### config.mk
export PLATFORM = sky130hd
export DESIGN_NAME = ibus_frame_receiver_unit
export DESIGN_NICKNAME = d
export VERILOG_FILES = /design/src/rtl/ibfr_pkg.sv /design/src/rtl/ibfr_ram.sv /design/src/rtl/ibfr_front.sv /design/src/rtl/ibfr_cmdq.sv /design/src/rtl/ibfr_back.sv /design/src/rtl/ibus_frame_receiver_unit.sv
export SDC_FILE = /design/constraint.sdc
export NUM_CORES = 1
export LEC_CHECK = 0
export BUFFER_PORTS_ARGS = -buffer_cell sky130_fd_sc_hd__buf_4
export CORE_MARGIN = 2
export CORE_UTILIZATION = 35
export CTS_BUF_LIST = sky130_fd_sc_hd__clkbuf_8
export DETAILED_ROUTE_END_ITERATION = 10
export PLACE_DENSITY = 0.54
export SLEW_MARGIN = 20
export SYNTH_ARGS = -nofsm -noshare
export SYNTH_HDL_FRONTEND = slang
export SYNTH_SLANG_ARGS = --single-unit
### constraint.sdc
create_clock -name clk -period 4.3 [get_ports clk]
set_clock_uncertainty 0.05 [all_clocks]
set_input_delay 0.86 -clock clk [delete_from_list [all_inputs] [get_ports clk]]
set_output_delay 0.86 -clock clk [all_outputs]
set_load 0.005 [all_outputs]
### src/rtl/ibfr_pkg.sv
// Shared types and constants for the serial servo frame receiver.
// Used by every module under rtl except ibfr_ram; has no dependencies of its own.
package ibfr_pkg;

	// Configuration register indexes
	localparam logic [2:0] REG_HDR_FIRST  = 3'd0;
	localparam logic [2:0] REG_HDR_SECOND = 3'd1;
	localparam logic [2:0] REG_CSUM_BASE  = 3'd2;
	localparam logic [2:0] REG_FS_COUNT   = 3'd3;
	localparam logic [2:0] REG_FS_LIMIT   = 3'd4;

	// Reset values of the configuration registers
	localparam logic [7:0]  RST_HDR_FIRST  = 8'h20;
	localparam logic [7:0]  RST_HDR_SECOND = 8'h40;
	localparam logic [15:0] RST_CSUM_BASE  = 16'hFFFF;
	localparam logic [3:0]  RST_FS_COUNT   = 4'd4;
	localparam logic [15:0] RST_FS_LIMIT   = 16'h0000;

	typedef struct packed {
		logic [7:0]  hdr_first;
		logic [7:0]  hdr_second;
		logic [15:0] csum_base;
		logic [3:0]  fs_count;
		logic [15:0] fs_limit;
	} ibfr_cfg_t;

	// One checked frame waiting for the back end: which buffer bank holds it
	typedef struct packed {
		logic bank;
	} ibfr_cmd_t;

	typedef struct packed {
		logic valid;
		logic full;
	} ibfr_qstat_t;

endpackage

### src/rtl/ibfr_ram.sv
// Generic single-port-write, single-port-read RAM with registered read data.
// No dependencies.
module ibfr_ram #(
	parameter int WIDTH = 16,
	parameter int DEPTH = 64
) (
	input  logic                     clk,
	input  logic                     wr_en,
	input  logic [$clog2(DEPTH)-1:0] wr_addr,
	input  logic [WIDTH-1:0]         wr_data,
	input  logic                     rd_en,
	input  logic [$clog2(DEPTH)-1:0] rd_addr,
	output logic [WIDTH-1:0]         rd_data
);

	logic [WIDTH-1:0] mem_q [DEPTH];
	logic [WIDTH-1:0] rd_data_q;

	always_ff @(posedge clk) begin
		if (wr_en) begin
			mem_q[wr_addr] <= wr_data;
		end
		if (rd_en) begin
			rd_data_q <= mem_q[rd_addr];
		end
	end

	assign rd_data = rd_data_q;

endmodule

### src/rtl/ibfr_front.sv
// Front end: header hunt, byte capture into the frame buffer, checksum check.
// Depends on ibfr_pkg; writes ibfr_ram and pushes checked frames to ibfr_cmdq.
module ibfr_front #(
	parameter int FRAME_BYTES = 32
) (
	input  logic                            clk,
	input  logic                            arst_n,
	input  ibfr_pkg::ibfr_cfg_t             cfg,
	input  logic                            in_valid,
	input  logic [7:0]                      in_byte,
	output logic                            in_ready,
	output logic                            wr_en,
	output logic [$clog2(FRAME_BYTES)-1:0]  wr_addr,
	output logic [15:0]                     wr_data,
	output logic                            push,
	output ibfr_pkg::ibfr_cmd_t             push_cmd,
	input  logic                            done
);

	localparam int PW = $clog2(FRAME_BYTES);
	localparam logic [PW-1:0] POS_CSUM_LO = PW'(FRAME_BYTES - 2);
	localparam logic [PW-1:0] POS_LAST    = PW'(FRAME_BYTES - 1);

	logic [PW-1:0] pos_q;
	logic [15:0]   sum_q;
	logic [7:0]    lo_q;
	logic [7:0]    csum_lo_q;
	logic          wbank_q;
	logic [1:0]    busy_cnt_q;

	logic          accept;
	logic          body;
	logic          good;

	// Two banks: stall only when both hold frames not yet fully sent
	assign in_ready = (busy_cnt_q != 2'd2);
	assign accept   = in_valid && in_ready;
	assign body     = (pos_q != PW'(0)) && (pos_q != PW'(1));
	assign good     = ({in_byte, csum_lo_q} == (cfg.csum_base - sum_q));

	assign push          = accept && (pos_q == POS_LAST) && good;
	assign push_cmd.bank = wbank_q;

	always_comb begin
		wr_en   = 1'b0;
		wr_addr = {wbank_q, pos_q[PW-1:1]};
		wr_data = {in_byte, lo_q};
		if (accept && body) begin
			if (pos_q[0]) begin
				wr_en = 1'b1;
			end else if (pos_q == POS_LAST) begin
				// odd frame length: lone low byte, high byte reads as zero
				wr_en   = 1'b1;
				wr_data = {8'h00, in_byte};
			end
		end
	end

	always_ff @(posedge clk or negedge arst_n) begin
		if (!arst_n) begin
			pos_q      <= '0;
			wbank_q    <= 1'b0;
			busy_cnt_q <= 2'd0;
		end else begin
			if (push && !done) begin
				busy_cnt_q <= busy_cnt_q + 2'd1;
			end else if (done && !push) begin
				busy_cnt_q <= busy_cnt_q - 2'd1;
			end
			if (push) begin
				wbank_q <= ~wbank_q;
			end
			if (accept) begin
				if (pos_q == PW'(0)) begin
					if (in_byte == cfg.hdr_first) begin
						pos_q <= PW'(1);
					end
				end else if (pos_q == PW'(1)) begin
					// wrong second byte: back to hunting, byte is not retried
					pos_q <= (in_byte == cfg.hdr_second) ? PW'(2) : PW'(0);
				end else if (pos_q == POS_LAST) begin
					pos_q <= '0;
				end else begin
					pos_q <= pos_q + PW'(1);
				end
			end
		end
	end

	always_ff @(posedge clk) begin
		if (accept) begin
			if (pos_q == PW'(0)) begin
				sum_q <= {8'h00, in_byte};
			end else if (pos_q < POS_CSUM_LO) begin
				sum_q <= sum_q + {8'h00, in_byte};
			end
			if (pos_q == POS_CSUM_LO) begin
				csum_lo_q <= in_byte;
			end
			if (!pos_q[0]) begin
				lo_q <= in_byte;
			end
		end
	end

endmodule

### src/rtl/ibfr_cmdq.sv
// Two-entry queue of checked frames between the front and back ends.
// Depends on ibfr_pkg.
module ibfr_cmdq (
	input  logic                  clk,
	input  logic                  arst_n,
	input  logic                  push,
	input  ibfr_pkg::ibfr_cmd_t   push_cmd,
	input  logic                  pop,
	output ibfr_pkg::ibfr_cmd_t   head,
	output ibfr_pkg::ibfr_qstat_t stat
);

	ibfr_pkg::ibfr_cmd_t ent_q [2];
	logic                wptr_q;
	logic                rptr_q;
	logic [1:0]          cnt_q;

	assign head       = ent_q[rptr_q];
	assign stat.valid = (cnt_q != 2'd0);
	assign stat.full  = (cnt_q == 2'd2);

	always_ff @(posedge clk or negedge arst_n) begin
		if (!arst_n) begin
			wptr_q <= 1'b0;
			rptr_q <= 1'b0;
			cnt_q  <= 2'd0;
		end else begin
			if (push) begin
				wptr_q <= ~wptr_q;
			end
			if (pop) begin
				rptr_q <= ~rptr_q;
			end
			if (push && !pop) begin
				cnt_q <= cnt_q + 2'd1;
			end else if (pop && !push) begin
				cnt_q <= cnt_q - 2'd1;
			end
		end
	end

	always_ff @(posedge clk) begin
		if (push) begin
			ent_q[wptr_q] <= push_cmd;
		end
	end

endmodule

### src/rtl/ibfr_back.sv
// Back end: failsafe sum over the leading channels, then the channel run.
// Depends on ibfr_pkg; reads the frame buffer and pops ibfr_cmdq.
module ibfr_back #(
	parameter int FRAME_BYTES = 32,
	parameter int CHANNELS    = 14
) (
	input  logic                            clk,
	input  logic                            arst_n,
	input  ibfr_pkg::ibfr_cfg_t             cfg,
	input  ibfr_pkg::ibfr_cmd_t             head,
	input  ibfr_pkg::ibfr_qstat_t           qstat,
	output logic                            pop,
	output logic                            rd_en,
	output logic [$clog2(FRAME_BYTES)-1:0]  rd_addr,
	input  logic [15:0]                     rd_data,
	output logic                            out_valid,
	input  logic                            out_ready,
	output logic [3:0]                      out_index,
	output logic [15:0]                     out_value,
	output logic                            out_failsafe,
	output logic                            out_last,
	output logic                            done
);

	localparam int PW = $clog2(FRAME_BYTES);
	localparam int CW = (CHANNELS > 1) ? $clog2(CHANNELS) : 1;
	// channels whose low byte lies inside the frame
	localparam int NWORDS = (FRAME_BYTES - 1) / 2;

	localparam logic [2:0] ST_IDLE = 3'd0;
	localparam logic [2:0] ST_SRD  = 3'd1;
	localparam logic [2:0] ST_SACC = 3'd2;
	localparam logic [2:0] ST_SCMP = 3'd3;
	localparam logic [2:0] ST_ERD  = 3'd4;
	localparam logic [2:0] ST_ELD  = 3'd5;
	localparam logic [2:0] ST_EOUT = 3'd6;

	logic [2:0]    state_q;
	logic [CW-1:0] ch_q;
	logic          bank_q;
	logic [15:0]   sum_q;
	logic          fs_q;
	logic          wvalid_q;
	logic [CW:0]   ch_inc;
	logic          ch_in_frame;
	logic [4:0]    n_eff;
	logic [15:0]   word;
	logic          is_last;

	assign ch_inc      = {1'b0, ch_q} + (CW+1)'(1);
	assign ch_in_frame = (int'(ch_q) < NWORDS);
	assign n_eff       = (int'(cfg.fs_count) > CHANNELS) ? 5'(CHANNELS) : {1'b0, cfg.fs_count};
	assign word        = wvalid_q ? rd_data : 16'h0000;
	assign is_last     = (int'(ch_q) == CHANNELS - 1);

	assign pop     = (state_q == ST_IDLE) && qstat.valid;
	assign rd_en   = (state_q == ST_SRD) || (state_q == ST_ERD);
	assign rd_addr = {bank_q, (PW-1)'(ch_inc)};
	assign done    = (state_q == ST_EOUT) && out_ready && out_last;

	always_ff @(posedge clk or negedge arst_n) begin
		if (!arst_n) begin
			state_q   <= ST_IDLE;
			out_valid <= 1'b0;
		end else begin
			case (state_q)
				ST_IDLE: begin
					if (qstat.valid) begin
						state_q <= (n_eff == 5'd0) ? ST_SCMP : ST_SRD;
					end
				end
				ST_SRD: begin
					state_q <= ST_SACC;
				end
				ST_SACC: begin
					state_q <= (int'(ch_inc) == int'(n_eff)) ? ST_SCMP : ST_SRD;
				end
				ST_SCMP: begin
					state_q <= ST_ERD;
				end
				ST_ERD: begin
					state_q <= ST_ELD;
				end
				ST_ELD: begin
					out_valid <= 1'b1;
					state_q   <= ST_EOUT;
				end
				ST_EOUT: begin
					if (out_ready) begin
						out_valid <= 1'b0;
						state_q   <= out_last ? ST_IDLE : ST_ERD;
					end
				end
				default: begin
					state_q   <= ST_IDLE;
					out_valid <= 1'b0;
				end
			endcase
		end
	end

	always_ff @(posedge clk) begin
		case (state_q)
			ST_IDLE: begin
				ch_q   <= '0;
				sum_q  <= '0;
				bank_q <= head.bank;
			end
			ST_SRD, ST_ERD: begin
				wvalid_q <= ch_in_frame;
			end
			ST_SACC: begin
				sum_q <= sum_q + word;
				ch_q  <= CW'(ch_inc);
			end
			ST_SCMP: begin
				fs_q <= (sum_q <= cfg.fs_limit);
				ch_q <= '0;
			end
			ST_ELD: begin
				out_index    <= 4'(ch_q);
				out_value    <= word;
				out_failsafe <= fs_q;
				out_last     <= is_last;
			end
			ST_EOUT: begin
				if (out_ready) begin
					ch_q <= CW'(ch_inc);
				end
			end
			default: begin
			end
		endcase
	end

endmodule

### src/rtl/ibus_frame_receiver_unit.sv
// Top level of the serial servo frame receiver: config registers and wiring.
// Depends on ibfr_pkg, ibfr_ram, ibfr_front, ibfr_cmdq and ibfr_back.
//
//  channel  | direction | signals                                  | content
//  s_*      | in        | s_tvalid s_tready s_tdata[7:0]           | rx_byte
//  m_*      | out       | m_tvalid m_tready m_tdata m_tuser m_tlast | one channel result
//  cfg_*    | in        | cfg_valid cfg_ready cfg_index cfg_data   | register write
//
// One received byte is taken per cycle while either frame buffer bank is free.
// For a good frame the back end first sums the N leading channels for the
// failsafe check, then sends each channel through its single buffer read port
// and output register. Input stalls only while both banks hold checked frames
// not yet fully sent. Reset sets the default registers and starts hunting for a header.
module ibus_frame_receiver_unit #(
	parameter int FRAME_BYTES = 32,
	parameter int CHANNELS    = 14
) (
	input  logic        clk,
	input  logic        arst_n,
	input  logic        s_tvalid,
	output logic        s_tready,
	input  logic [7:0]  s_tdata,   // [7:0] rx_byte
	output logic        m_tvalid,
	input  logic        m_tready,
	output logic [23:0] m_tdata,   // [3:0] channel_index, [19:4] channel_value, zero fill
	output logic [0:0]  m_tuser,   // [0] failsafe
	output logic        m_tlast,
	input  logic        cfg_valid,
	output logic        cfg_ready,
	input  logic [2:0]  cfg_index,
	input  logic [15:0] cfg_data
);

	localparam int PW = $clog2(FRAME_BYTES);

	ibfr_pkg::ibfr_cfg_t   cfg_q;
	ibfr_pkg::ibfr_cmd_t   push_cmd;
	ibfr_pkg::ibfr_cmd_t   head;
	ibfr_pkg::ibfr_qstat_t qstat;

	logic          push;
	logic          pop;
	logic          done;
	logic          wr_en;
	logic [PW-1:0] wr_addr;
	logic [15:0]   wr_data;
	logic          rd_en;
	logic [PW-1:0] rd_addr;
	logic [15:0]   rd_data;
	logic [3:0]    out_index;
	logic [15:0]   out_value;
	logic          out_failsafe;

	assign cfg_ready = 1'b1;

	always_ff @(posedge clk or negedge arst_n) begin
		if (!arst_n) begin
			cfg_q.hdr_first  <= ibfr_pkg::RST_HDR_FIRST;
			cfg_q.hdr_second <= ibfr_pkg::RST_HDR_SECOND;
			cfg_q.csum_base  <= ibfr_pkg::RST_CSUM_BASE;
			cfg_q.fs_count   <= ibfr_pkg::RST_FS_COUNT;
			cfg_q.fs_limit   <= ibfr_pkg::RST_FS_LIMIT;
		end else if (cfg_valid && cfg_ready) begin
			case (cfg_index)
				ibfr_pkg::REG_HDR_FIRST:  cfg_q.hdr_first  <= cfg_data[7:0];
				ibfr_pkg::REG_HDR_SECOND: cfg_q.hdr_second <= cfg_data[7:0];
				ibfr_pkg::REG_CSUM_BASE:  cfg_q.csum_base  <= cfg_data;
				ibfr_pkg::REG_FS_COUNT:   cfg_q.fs_count   <= cfg_data[3:0];
				ibfr_pkg::REG_FS_LIMIT:   cfg_q.fs_limit   <= cfg_data;
				default: begin
				end
			endcase
		end
	end

	ibfr_ram #(
		.WIDTH(16),
		.DEPTH(2 ** PW)
	) u_buf (
		.clk     (clk),
		.wr_en   (wr_en),
		.wr_addr (wr_addr),
		.wr_data (wr_data),
		.rd_en   (rd_en),
		.rd_addr (rd_addr),
		.rd_data (rd_data)
	);

	ibfr_front #(
		.FRAME_BYTES(FRAME_BYTES)
	) u_front (
		.clk      (clk),
		.arst_n   (arst_n),
		.cfg      (cfg_q),
		.in_valid (s_tvalid),
		.in_byte  (s_tdata),
		.in_ready (s_tready),
		.wr_en    (wr_en),
		.wr_addr  (wr_addr),
		.wr_data  (wr_data),
		.push     (push),
		.push_cmd (push_cmd),
		.done     (done)
	);

	ibfr_cmdq u_cmdq (
		.clk      (clk),
		.arst_n   (arst_n),
		.push     (push),
		.push_cmd (push_cmd),
		.pop      (pop),
		.head     (head),
		.stat     (qstat)
	);

	ibfr_back #(
		.FRAME_BYTES(FRAME_BYTES),
		.CHANNELS   (CHANNELS)
	) u_back (
		.clk          (clk),
		.arst_n       (arst_n),
		.cfg          (cfg_q),
		.head         (head),
		.qstat        (qstat),
		.pop          (pop),
		.rd_en        (rd_en),
		.rd_addr      (rd_addr),
		.rd_data      (rd_data),
		.out_valid    (m_tvalid),
		.out_ready    (m_tready),
		.out_index    (out_index),
		.out_value    (out_value),
		.out_failsafe (out_failsafe),
		.out_last     (m_tlast),
		.done         (done)
	);

	assign m_tdata    = {4'h0, out_value, out_index};
	assign m_tuser[0] = out_failsafe;

	// Queue never overflows: bank accounting in the front end bounds it
	a_no_push_full: assert property (@(posedge clk) disable iff (!arst_n)
		push |-> !qstat.full)
		else $error("frame queue push while full");

	a_pop_valid: assert property (@(posedge clk) disable iff (!arst_n)
		pop |-> qstat.valid)
		else $error("frame queue pop while empty");

	// Back end returns to idle after the last channel of a run
	a_run_end: assert property (@(posedge clk) disable iff (!arst_n)
		(m_tvalid && m_tready && m_tlast) |=> !m_tvalid)
		else $error("result after end of run without a new frame");

	// A frame completes only when the input may still be taken
	a_push_accept: assert property (@(posedge clk) disable iff (!arst_n)
		push |-> (s_tvalid && s_tready))
		else $error("frame pushed without an accepted byte");

endmodule
## After elaboration in Yosys (flattened, before gate mapping)

Memory sizes are Yosys's and may differ from the RTL's. A register that Yosys moved wholly into a read port is not among the register bits.
Index checks and enable logic that the tools add are counted.

| cells by class | value |
|---|---|
| add/subtract/negate cells | 9 |
| magnitude comparators | 4 |
| eq/ne operators | 23 |
| multiplexer cells | 34 |
| bitwise operators | 5 |
| reductions and logical operators | 42 |

Operators by type and width:

| operator | number |
|---|---|
| $mux W16 | 5 |
| $pmux W16 S2 | 1 |
| $reduce_and A2 Y1 | 12 |
| $pmux W3 S7 | 1 |
| $mux W5 | 4 |
| $add A16 B16 Y16 | 1 |
| $add A16 B8 Y16 | 1 |
| $eq A16 B16 Y1 | 1 |
| $eq A8 B8 Y1 | 2 |
| $le A16 B16 Y1 | 1 |
| $sub A16 B16 Y16 | 1 |
| $mux W2 | 7 |
| $eq A3 B2 Y1 const B | 4 |
| $eq A3 B3 Y1 const B | 4 |
| $logic_and A1 B1 Y1 | 12 |
| $pmux W4 S3 | 1 |
| $eq A5 B5 Y1 const B | 2 |
| $logic_not A5 Y1 | 2 |
| $reduce_bool A2 Y1 | 5 |
| $mux W3 | 3 |
| $mux W1 | 8 |
| $mux W4 | 2 |
| $mux W8 | 1 |
| $eq A3 B1 Y1 const B | 2 |
| other kinds (22) | 34 |

| storage, ports and cells | value |
|---|---|
| flip-flop bits (word level) | 144 |
| RAM bits | 514 |
| input port bits | 32 |
| output and inout port bits | 29 |
| memories kept | 2 |

Memories:

| memory | words | bits a word | rd ports | clocked after Yosys merged registers in | wr ports | RTL line | text |
|---|---|---|---|---|---|---|---|
| u_buf.mem_q | 32 | 16 | 1 | 1 | 1 | ibfr_ram.sv:16 | `logic [WIDTH-1:0] mem_q [DEPTH];` |
| u_cmdq.ent_q | 2 | 1 | 1 | 1 | 1 | ibfr_cmdq.sv:13 | `ibfr_pkg::ibfr_cmd_t ent_q [2];` |

## Depth between registers and ports, before layout

Gate-level depths: netlist of the first run.

| depth | value |
|---|---|
| depth in word-level cells | 8 |
| mapped depth | 14 |
| mapped depth without buffers | 14 |

## Modules after synthesis

Synthesis of the first run repeated with hierarchy kept, for this count alone.

| second synthesis, totals | value |
|---|---|
| cells, all modules | 1950 |
| area, all modules | 29663.4 µm² |

Modules (own cells, without submodules):

| module | instances | cells an instance | area each (µm²) | seq. area each (µm²) |
|---|---|---|---|---|
| ibfr_ram | 1 | 1143 | 20696.1 | 15855.2 |
| ibfr_front | 1 | 385 | 3560.9 | 1161.1 |
| ibfr_back | 1 | 282 | 3083.0 | 1451.4 |
| ibus_frame_receiver_unit | 1 | 121 | 2060.7 | 1325.0 |
| ibfr_cmdq | 1 | 19 | 262.8 | 160.2 |

## Worst setup path before layout of the first run

Ideal clock, no wire load.

| timing path | value |
|---|---|
| path type | input-to-reg |
| from | input port s_tdata[1] |
| to | register u_front.sum_q[10], data pin |
| setup time | 265 ps |
| data arrival time | 3022 ps |
| required time | 3985 ps |
| path slack | 963 ps |
| stages on the path | 11 |
| cells stage by stage | clkbuf_1 inv_1 fa_1 nor2b_1 o21ai_0 a21boi_0 o21ai_0 a21boi_0 o21ai_0 a211oi_1 mux2i_1 |

| between the ends | value |
|---|---|
| longest elaborated chain between the ends | 2 |

RTL lines:

| element | RTL line | text |
|---|---|---|
| from (decl) | ibus_frame_receiver_unit.sv:22 | `input logic [7:0] s_tdata,` |
| $add A16 B8 Y16 | ibfr_front.sv:95 | `sum_q <= sum_q + {8'h00, in_byte};` |
| $mux W16 | ibfr_front.sv:94 | `end else if (pos_q < POS_CSUM_LO) begin` |
| to (signal assigned) | ibfr_front.sv:93 | `sum_q <= {8'h00, in_byte};` |
| to (signal assigned) | ibfr_front.sv:95 |  |
| to (decl) | ibfr_front.sv:25 | `logic [15:0] sum_q;` |

No other way between the ends. The select of a mux whose other input is x is not followed.
A chain may end at the register's enable or synchronous reset.

## Final worst setup path of the first run

| timing path | value |
|---|---|
| from | register cfg_q[20] in the netlist's numbering |
| to | register u_front.busy_cnt_q[1] |

| between the ends | value |
|---|---|
| longest elaborated chain between the ends | 6 |

RTL lines:

| element | RTL line | text |
|---|---|---|
| from (decl) | ibus_frame_receiver_unit.sv:36 | `ibfr_pkg::ibfr_cfg_t cfg_q;` |
| $sub A16 B16 Y16 (*) | ibfr_front.sv:39 | `assign good = ({in_byte, csum_lo_q} == (cfg.csum_base - sum_q));` |
| $eq A16 B16 Y1 (*) | ibfr_front.sv:39 |  |
| $logic_and A1 B1 Y1 (*) | ibfr_front.sv:41 | `assign push = accept && (pos_q == POS_LAST) && good;` |
| via push | ibus_frame_receiver_unit.sv:41 | `logic push;` |
| $logic_not A1 Y1 | ibfr_front.sv:67 | `end else if (done && !push) begin` |
| $logic_and A1 B1 Y1 | ibfr_front.sv:67 |  |
| $reduce_bool A2 Y1 (no line) | n/a |  |
| to (signal assigned) | ibfr_front.sv:66 | `busy_cnt_q <= busy_cnt_q + 2'd1;` |
| to (signal assigned) | ibfr_front.sv:68 | `busy_cnt_q <= busy_cnt_q - 2'd1;` |
| to (decl) | ibfr_front.sv:29 | `logic [1:0] busy_cnt_q;` |

Mark *: on every way through the listed nets, which the timed path passes. The rest lies on a longest branch.

==> results of run 1 <==
## final cells by class
| type | instances | area [sq um] |
|---|---|---|
| multi-input combinational | 813 | 8520 |
| antenna | 1 | 2.50 |
| fill | 7356 | 48800 |
| sequential | 675 | 20000 |
| timing repair buffer | 112 | 907 |
| tap | 1070 | 1340 |
| clock inverter | 70 | 337 |
| clock buffer | 117 | 1610 |
| inverter | 58 | 218 |
## stage by stage
| stage | util | cells | power, uW | area [sq um] | hold slack (ps) |
|---|---|---|---|---|---|
| detailed placement | 0.379 | 2728 | 17900 | 30900 | 382 |
| floorplan | - | 1618 | 14900 | 28800 | 350 |
| global placement | 0.378 | 2727 | 17900 | 30900 | 371 |
| global route | 0.402 | 2916 | 24000 | 32900 | 283 |
| CTS | 0.402 | 2915 | 23000 | 32900 | 201 |
| finish | 0.402 | 2916 | 22700 | 32900 | 224 |
## routing by layer
| metal | share of wire | wire length (um) |
|---|---|---|
| met1 | 0.43 | 29600 |
| met2 | 0.50 | 34100 |
| met3 | 0.043 | 2950 |
| met4 | 0.021 | 1450 |
| met5 | 0 | 0 |
## cell usage in the layout, fill, tap and decap left out, drive strengths merged, types with 4 or more instances in the layout
| cell | instances |
|---|---|
| edfxtp | 607 |
| mux4 | 160 |
| clkbuf | 117 |
| buf | 112 |
| inv | 97 |
| nor2 | 82 |
| ha | 63 |
| mux2 | 60 |
| nand2 | 59 |
| o21ai | 52 |
| dfrtp | 49 |
| a21oi | 44 |
| xnor2 | 35 |
| xor2 | 34 |
| clkinv | 27 |
| nor3 | 20 |
| and2 | 19 |
| dfstp | 19 |
| nand3 | 18 |
| nor2b | 14 |
| a21o | 13 |
| and3 | 13 |
| or3 | 11 |
| nor4 | 10 |
| nand2b | 8 |
| o21a | 7 |
| o31ai | 7 |
| or2 | 7 |
| nand4 | 7 |
| a31oi | 6 |
| nand3b | 5 |
| mux2i | 5 |
| conb | 5 |
| a21boi | 4 |
| a2111oi | 4 |
## cell families after synthesis
logic type,synth area share
AOI/OAI and AO/OA,0.0368
xor gates and xnor gates,0.0210
adders and majority gates,0.0295
buffers and inverters,0.0183
DFF,0.693
muxes,0.150
other,0.000261
and+or+nand+nor,0.0509
## worst max-delay path: stages (launching register included)
cell                      delay (ps)
sky130_fd_sc_hd__dfstp_2         520
sky130_fd_sc_hd__inv_1            40
sky130_fd_sc_hd__ha_1            210
sky130_fd_sc_hd__fa_1            450
sky130_fd_sc_hd__xnor2_1         220
sky130_fd_sc_hd__xnor2_1         150
sky130_fd_sc_hd__nand2_1          70
sky130_fd_sc_hd__nor4b_1         290
sky130_fd_sc_hd__o211a_1         200
sky130_fd_sc_hd__nand4_2         130
sky130_fd_sc_hd__nor4_4          550
sky130_fd_sc_hd__ha_1            250
sky130_fd_sc_hd__xor2_1          160
sky130_fd_sc_hd__nor2_1           60
sky130_fd_sc_hd__xor2_1          140
## state kept, by name, summed over array words and instances, names as in the netlist, 2 cells and up
register / cells
u_front.csum_lo_q: 8
u_back.out_index: 4
u_front.pos_q: 5
u_cmdq.cnt_q: 2
u_cmdq.ent_q: 2
u_buf.mem_q: 512
u_front.busy_cnt_q: 2
cfg_q: 52
u_front.lo_q: 8
u_back.ch_q: 4
u_back.out_value: 16
u_front.sum_q: 16
u_back.state_q: 3
u_buf.rd_data: 16
u_back.sum_q: 16
## worst max-delay path by stage
stage          slack [ps]  cells past startpoint                   from                           endpoint
4_1_cts               630                     13  cfg_q[20]$_DFFE_PN1P_  u_front.busy_cnt_q[1]$_DFFE_PN0P_
3_5_place_dp          590                     11             s_tdata[1]    u_front.sum_q[10]$_SDFFCE_PP0P_
3_3_place_gp          660                     14  cfg_q[20]$_DFFE_PN1P_  u_front.busy_cnt_q[1]$_DFFE_PN0P_
6_report              670                     14  cfg_q[20]$_DFFE_PN1P_  u_front.busy_cnt_q[1]$_DFFE_PN0P_
2_1_floorplan         960                     11             s_tdata[1]    u_front.sum_q[10]$_SDFFCE_PP0P_
5_1_grt               370                     13  cfg_q[20]$_DFFE_PN1P_  u_front.busy_cnt_q[1]$_DFFE_PN0P_
## power by group through the flow
stage	sequential, uW	clock, uW	combinational (uW)
final	8550	5040	9080
after global routing	8620	5480	9870
after CTS	8560	5200	9280
after detailed placement	8690	0	9240
after global placement	8670	0	9210
after floorplan	8460	0	6480
==> flow_summary.toml, run 1 <==
[outcome]
run_status = "completed"

[yosys]
synth_area_sq_um = 28800
netlist_instances = 1615
synth_top_area_frac = 0.633
synth_most_common_cell = "sky130_fd_sc_hd__edfxtp_1"
ys_seq_elements = 675
synth_enable_flop_cells = 607
yosysWarnings = 0
ys_top_cells_by_count = "sky130_fd_sc_hd__edfxtp_1, sky130_fd_sc_hd__mux4_2, sky130_fd_sc_hd__nor2_1"
dominantRegCellSynth = "sky130_fd_sc_hd__edfxtp_1"
ys_top_cells_by_area = "sky130_fd_sc_hd__edfxtp_1, sky130_fd_sc_hd__mux4_2, sky130_fd_sc_hd__dfrtp_1"
synthDistinctLibCells = 77
synth_largest_area_cell = "sky130_fd_sc_hd__edfxtp_1"
synthArstFlopShare = 0.101
yosysSeqAreaShare = 0.693
synth_area_per_cell_sq_um = 17.8

[detailed_routing]
detailroute.via_count = 15046
drt_iter0_drc = 1266
drt-vias-per-instance = 5.16
antenna_left = 0
drc_errors = 0
drtPass1Iterations = 5
routed_wire_length_per_instance_um = 23.3
routed_wirelength_um = 68000

[clock_tree]
number_of_buffers_on_the_longest_clock_path = 3
cts_hold_buf = 0
clk_latency_ps = 720
cts.repair_timing.setup_buffer_count = 0
ctsRootBufferMaster = "sky130_fd_sc_hd__clkbuf_8"
clk_transition_reported_paths_ps = 60
clock-sinks = 675
cts-buffers-inserted = 109
tritoncts = "yes"
cts-htree-levels = 3
cts-resized-gates = 0

[setup_path]
critical_path_required_ps = 4840
crit_path_end_kind = "flop"
crit-reg2reg-launch = "cfg_q[20]$_DFFE_PN1P_"
arrival_ps = 4170
timing.setup.critical_path_class = "reg -> reg"
r2r_cells = 14
startpoint_types = "flop"
path_max_fanout = 6
worstReg2RegEnd = "u_front.busy_cnt_q[1]$_DFFE_PN0P_"
reg2reg_setup_slack_ps = 670

[timing]
final.setup.tns_ps = 0
fin_ws_ps = 671
max_slew_headroom = 0.277
rsz0062_at_grt = "no"
timing.fmax_mhz = 276
worst_pin_slew_ps = 1090
finalMaxSlewViolations = 0
finalCriticalPeriod_ps = 3630
finalHoldViolations = 0
setup_viol_count_final = 0
fin_crit_sh = 0.844

[grt]
grt.total_usage = 0.161
number_of_antenna_violations_at_the_first_check_in_global_routing = 3
groute.layer.met2.usage = 0.274
grt-busiest-layer = "met2"
first_pass_grt_wire_length_um = 101000
first_global_vias = 15671
globalRouteOverflowTotal = 0
grt_start_max_net_pins = 69
global_route.usage.met3 = 0.0266
grt.met1_usage = 0.211

[pwr]
clock_power_share = 0.222
netSwitchingPower_uw = 7830
p_seq_frac = 0.377
power.density_cell_area_nw_per_um2 = 689
power_frac_comb = 0.401
ir_worst_vdd_uv = 613
power.switching_fraction = 0.345
p_int_uw = 14800
power.leakage_uw = 0.0112

[die]
ios = 61
core_area_sq_um = 81700
die_height_um = 291
design.die.area_sq_um = 84600
rows = 105
initial_utilization = 0.352
die_w_um = 291

[final_layout]
layout-drive-gt1-share = 0.299
syn2layout_area_growth_pct = 14.2
nNetsFinal = 1867

[placed_design]
pre_cts_ws_ps = 592
io_buffers = 55
finalWeightedCongestion = 0.838
dp.final_hpwl_um = 42600

[job]
drv.max_cap_violation_count = 0

[min_path]
timing.hold.worst.class = "in -> async"
No activity file was read; power rests on OpenSTA's default activity.
==> run 2: changes to the inputs <==
--- a/config.mk
+++ b/config.mk
@@ -10,7 +10,7 @@
 export CORE_UTILIZATION = 35
 export CTS_BUF_LIST = sky130_fd_sc_hd__clkbuf_8
 export DETAILED_ROUTE_END_ITERATION = 10
-export PLACE_DENSITY = 0.54
+export PLACE_DENSITY = 0.55
 export SLEW_MARGIN = 20
 export SYNTH_ARGS = -nofsm -noshare
 export SYNTH_HDL_FRONTEND = slang
==> constraint.sdc (replaced) <==
create_clock -name clk -period 2.9 [get_ports clk]
set_clock_uncertainty 0.05 [all_clocks]
set_input_delay 0.58 -clock clk [delete_from_list [all_inputs] [get_ports clk]]
set_output_delay 0.58 -clock clk [all_outputs]
set_load 0.005 [all_outputs]
==> run 2 against run 1 <==
Against the previous run:
- clock power rose by 62%
- maximum frequency increased by 11%
- largest power group unchanged
- the run now ends with setup timing left
- sequential power is 47% higher
- largest cell class unchanged
==> flow_summary.toml, run 2 (synthesis gave the netlist of run 1 again) <==
[grt]
first_global_vias = 16449
grt_start_max_net_pins = 69
globalRouteOverflowTotal = 0
first_pass_grt_wire_length_um = 106000
grt.total_usage = 0.168
number_of_antenna_violations_at_the_first_check_in_global_routing = 5

[pwr]
post-layout-total-power_uw = 36400
ir_worst_vdd_uv = 535
power.leakage_uw = 0.0123
power.density_cell_area_nw_per_um2 = 1040

[final_layout]
fin_area_sq_um = 35000
most_common_cell_after_layout_fill_and_taps_aside = "sky130_fd_sc_hd__edfxtp_1"
most-common-layout-cells = "sky130_fd_sc_hd__edfxtp_1, sky130_fd_sc_hd__buf_4, sky130_fd_sc_hd__mux4_2"
layout-drive-gt1-share = 0.363
layout_top_registers = "u_buf.mem_q x512, cfg_q x52"
syn2layout_area_growth_pct = 21.6
largest_register_ff_count = 512
largest_register_by_flop_count = "u_buf.mem_q"
num-fill-cells = 7184
nNetsFinal = 2015
utilization = 0.428

[clock_tree]
tritoncts = "yes"
clk_latency_ps = 730
ctsRootBufferMaster = "sky130_fd_sc_hd__clkbuf_8"
cts-buffers-inserted = 112
clock-sinks = 675
clk_transition_reported_paths_ps = 60
cts-htree-levels = 3
number_of_buffers_on_the_longest_clock_path = 3

[setup_path]
critical_path_required_ps = 3440
startpoint_types = "flop"
arrival_ps = 3810
crit_path_end_kind = "flop"
timing.setup.critical_path_class = "reg -> reg"
path_cells = "inv_2, ha_4, fa_2, nor2b_4, o31a_1, o311ai_2, buf_4, nand3_1, a31o_2, nand3_1, nor4_4, buf_6, ha_4, xor2_1, nor2_1, xor2_1"
worst_path_largest_cell_delay_ps = 530
path_max_fanout = 3
critPathSlowestCell = "sky130_fd_sc_hd__dfstp_2"

[timing]
rsz0062_at_grt = "yes"
setup_viol_count_final = 8
max_slew_headroom = 0.380
fin_crit_sh = 1.13
timing.fmax_mhz = 306
whs_ps = 60.0
finalMaxSlewViolations = 0
worst_pin_slew_ps = 929
finalCriticalPeriod_ps = 3270
fin_ws_ps = -369
finalHoldViolations = 0

[detailed_routing]
drtPass1Iterations = 5
detailroute.via_count = 15761
drt-vias-per-instance = 5.11
antenna_left = 0
drc_errors = 0
drt_iter0_drc = 1243
routed_wire_length_per_instance_um = 23.3
routed_wirelength_um = 71800

[die]
core_area_sq_um = 81700
die_w_um = 291
die_height_um = 291
rows = 105
initial_utilization = 0.352
ios = 61
design.die.area_sq_um = 84600

[min_path]
timing.hold.worst.class = "in -> reg"

[placed_design]
place_area_sq_um = 32400
dp.final_hpwl_um = 45900
finalWeightedCongestion = 0.863
io_buffers = 55
pre_cts_ws_ps = -372

[job]
drv.max_cap_violation_count = 0

[outcome]
run_status = "complete, but fails checks"
violations = "setup timing"
-- run 2: per-stage QoR --
| stage | cells | setup TNS (ps) |
|---|---|---|
| floorplan | 1618 | -8130 |
| global placement | 2859 | -9270 |
| detailed placement | 2859 | -2930 |
| CTS | 3072 | -2190 |
| global route | 3081 | -3120 |
| finish | 3082 | -2330 |
-- run 2: repair_timing --
item                                   4_1_cts  5_1_grt
endpoints found under the hold margin       49        0
buffers inserted                             4        6
cloned                                       1        4
setup endpoints to repair                   14      180
pin swaps                                    5        8
hold buffers                                 1        0
resized for setup                           12       33
-- run 2: power breakdown --
part           total [uW]  leakage [uW]  internal (uW)  switching, uW
clock                8150       0.00128           4320           3830
sequential          12600       0.00630          12000            527
combinational       15700       0.00474           7710           8010
total               36400        0.0123          24100          12400
-- run 2: layout make-up --
type | count | area [sq um] | area share
antenna | 2 | 5.00 | 0.000143
clock buffer | 118 | 1620 | 0.0464
clock inverter | 89 | 564 | 0.0161
inverter | 58 | 218 | 0.00622
multi-input combinational | 813 | 8690 | 0.248
sequential | 675 | 20000 | 0.570
tap | 1070 | 1340 | 0.0382
timing repair buffer | 257 | 2610 | 0.0746
-- run 2: final timing paths --
kind                                       start                                end  slack [ps]  cells past startpoint
setup / recovery           cfg_q[20]$_DFFE_PN1P_  u_front.busy_cnt_q[1]$_DFFE_PN0P_        -370                     16
hold / removal                      cfg_data[15]              cfg_q[35]$_DFFE_PN1P_          60                      2
setup reg to reg           cfg_q[20]$_DFFE_PN1P_  u_front.busy_cnt_q[1]$_DFFE_PN0P_        -370                     16
hold reg to reg            u_back.fs_q$_DFFE_PP_      u_back.out_failsafe$_DFFE_PP_         380                      0
max in group asynchronous                 arst_n       u_front.pos_q[0]$_DFFE_PN0P_        1690                      2
min in group asynchronous                 arst_n              cfg_q[50]$_DFFE_PN0P_         510                      2
-- run 2: worst max-delay path, delay by kind of cell, from the launching register on --
kind / cells / cell delay [ps]
simple gates: 5 / 780
compound gates: 3 / 450
xor+xnor: 2 / 290
buf+inv: 3 / 370
fa+ha+maj: 3 / 650
flops: 1 / 530
-- run 2: per-layer routing --
layer  GRT usage  vias up  part of all wire
met1       0.229     8215              0.44
met2       0.275      425              0.49
li1            -     7011                 -
met4      0.0540        0             0.026
met3      0.0288      110             0.047
met5           0        -                 0
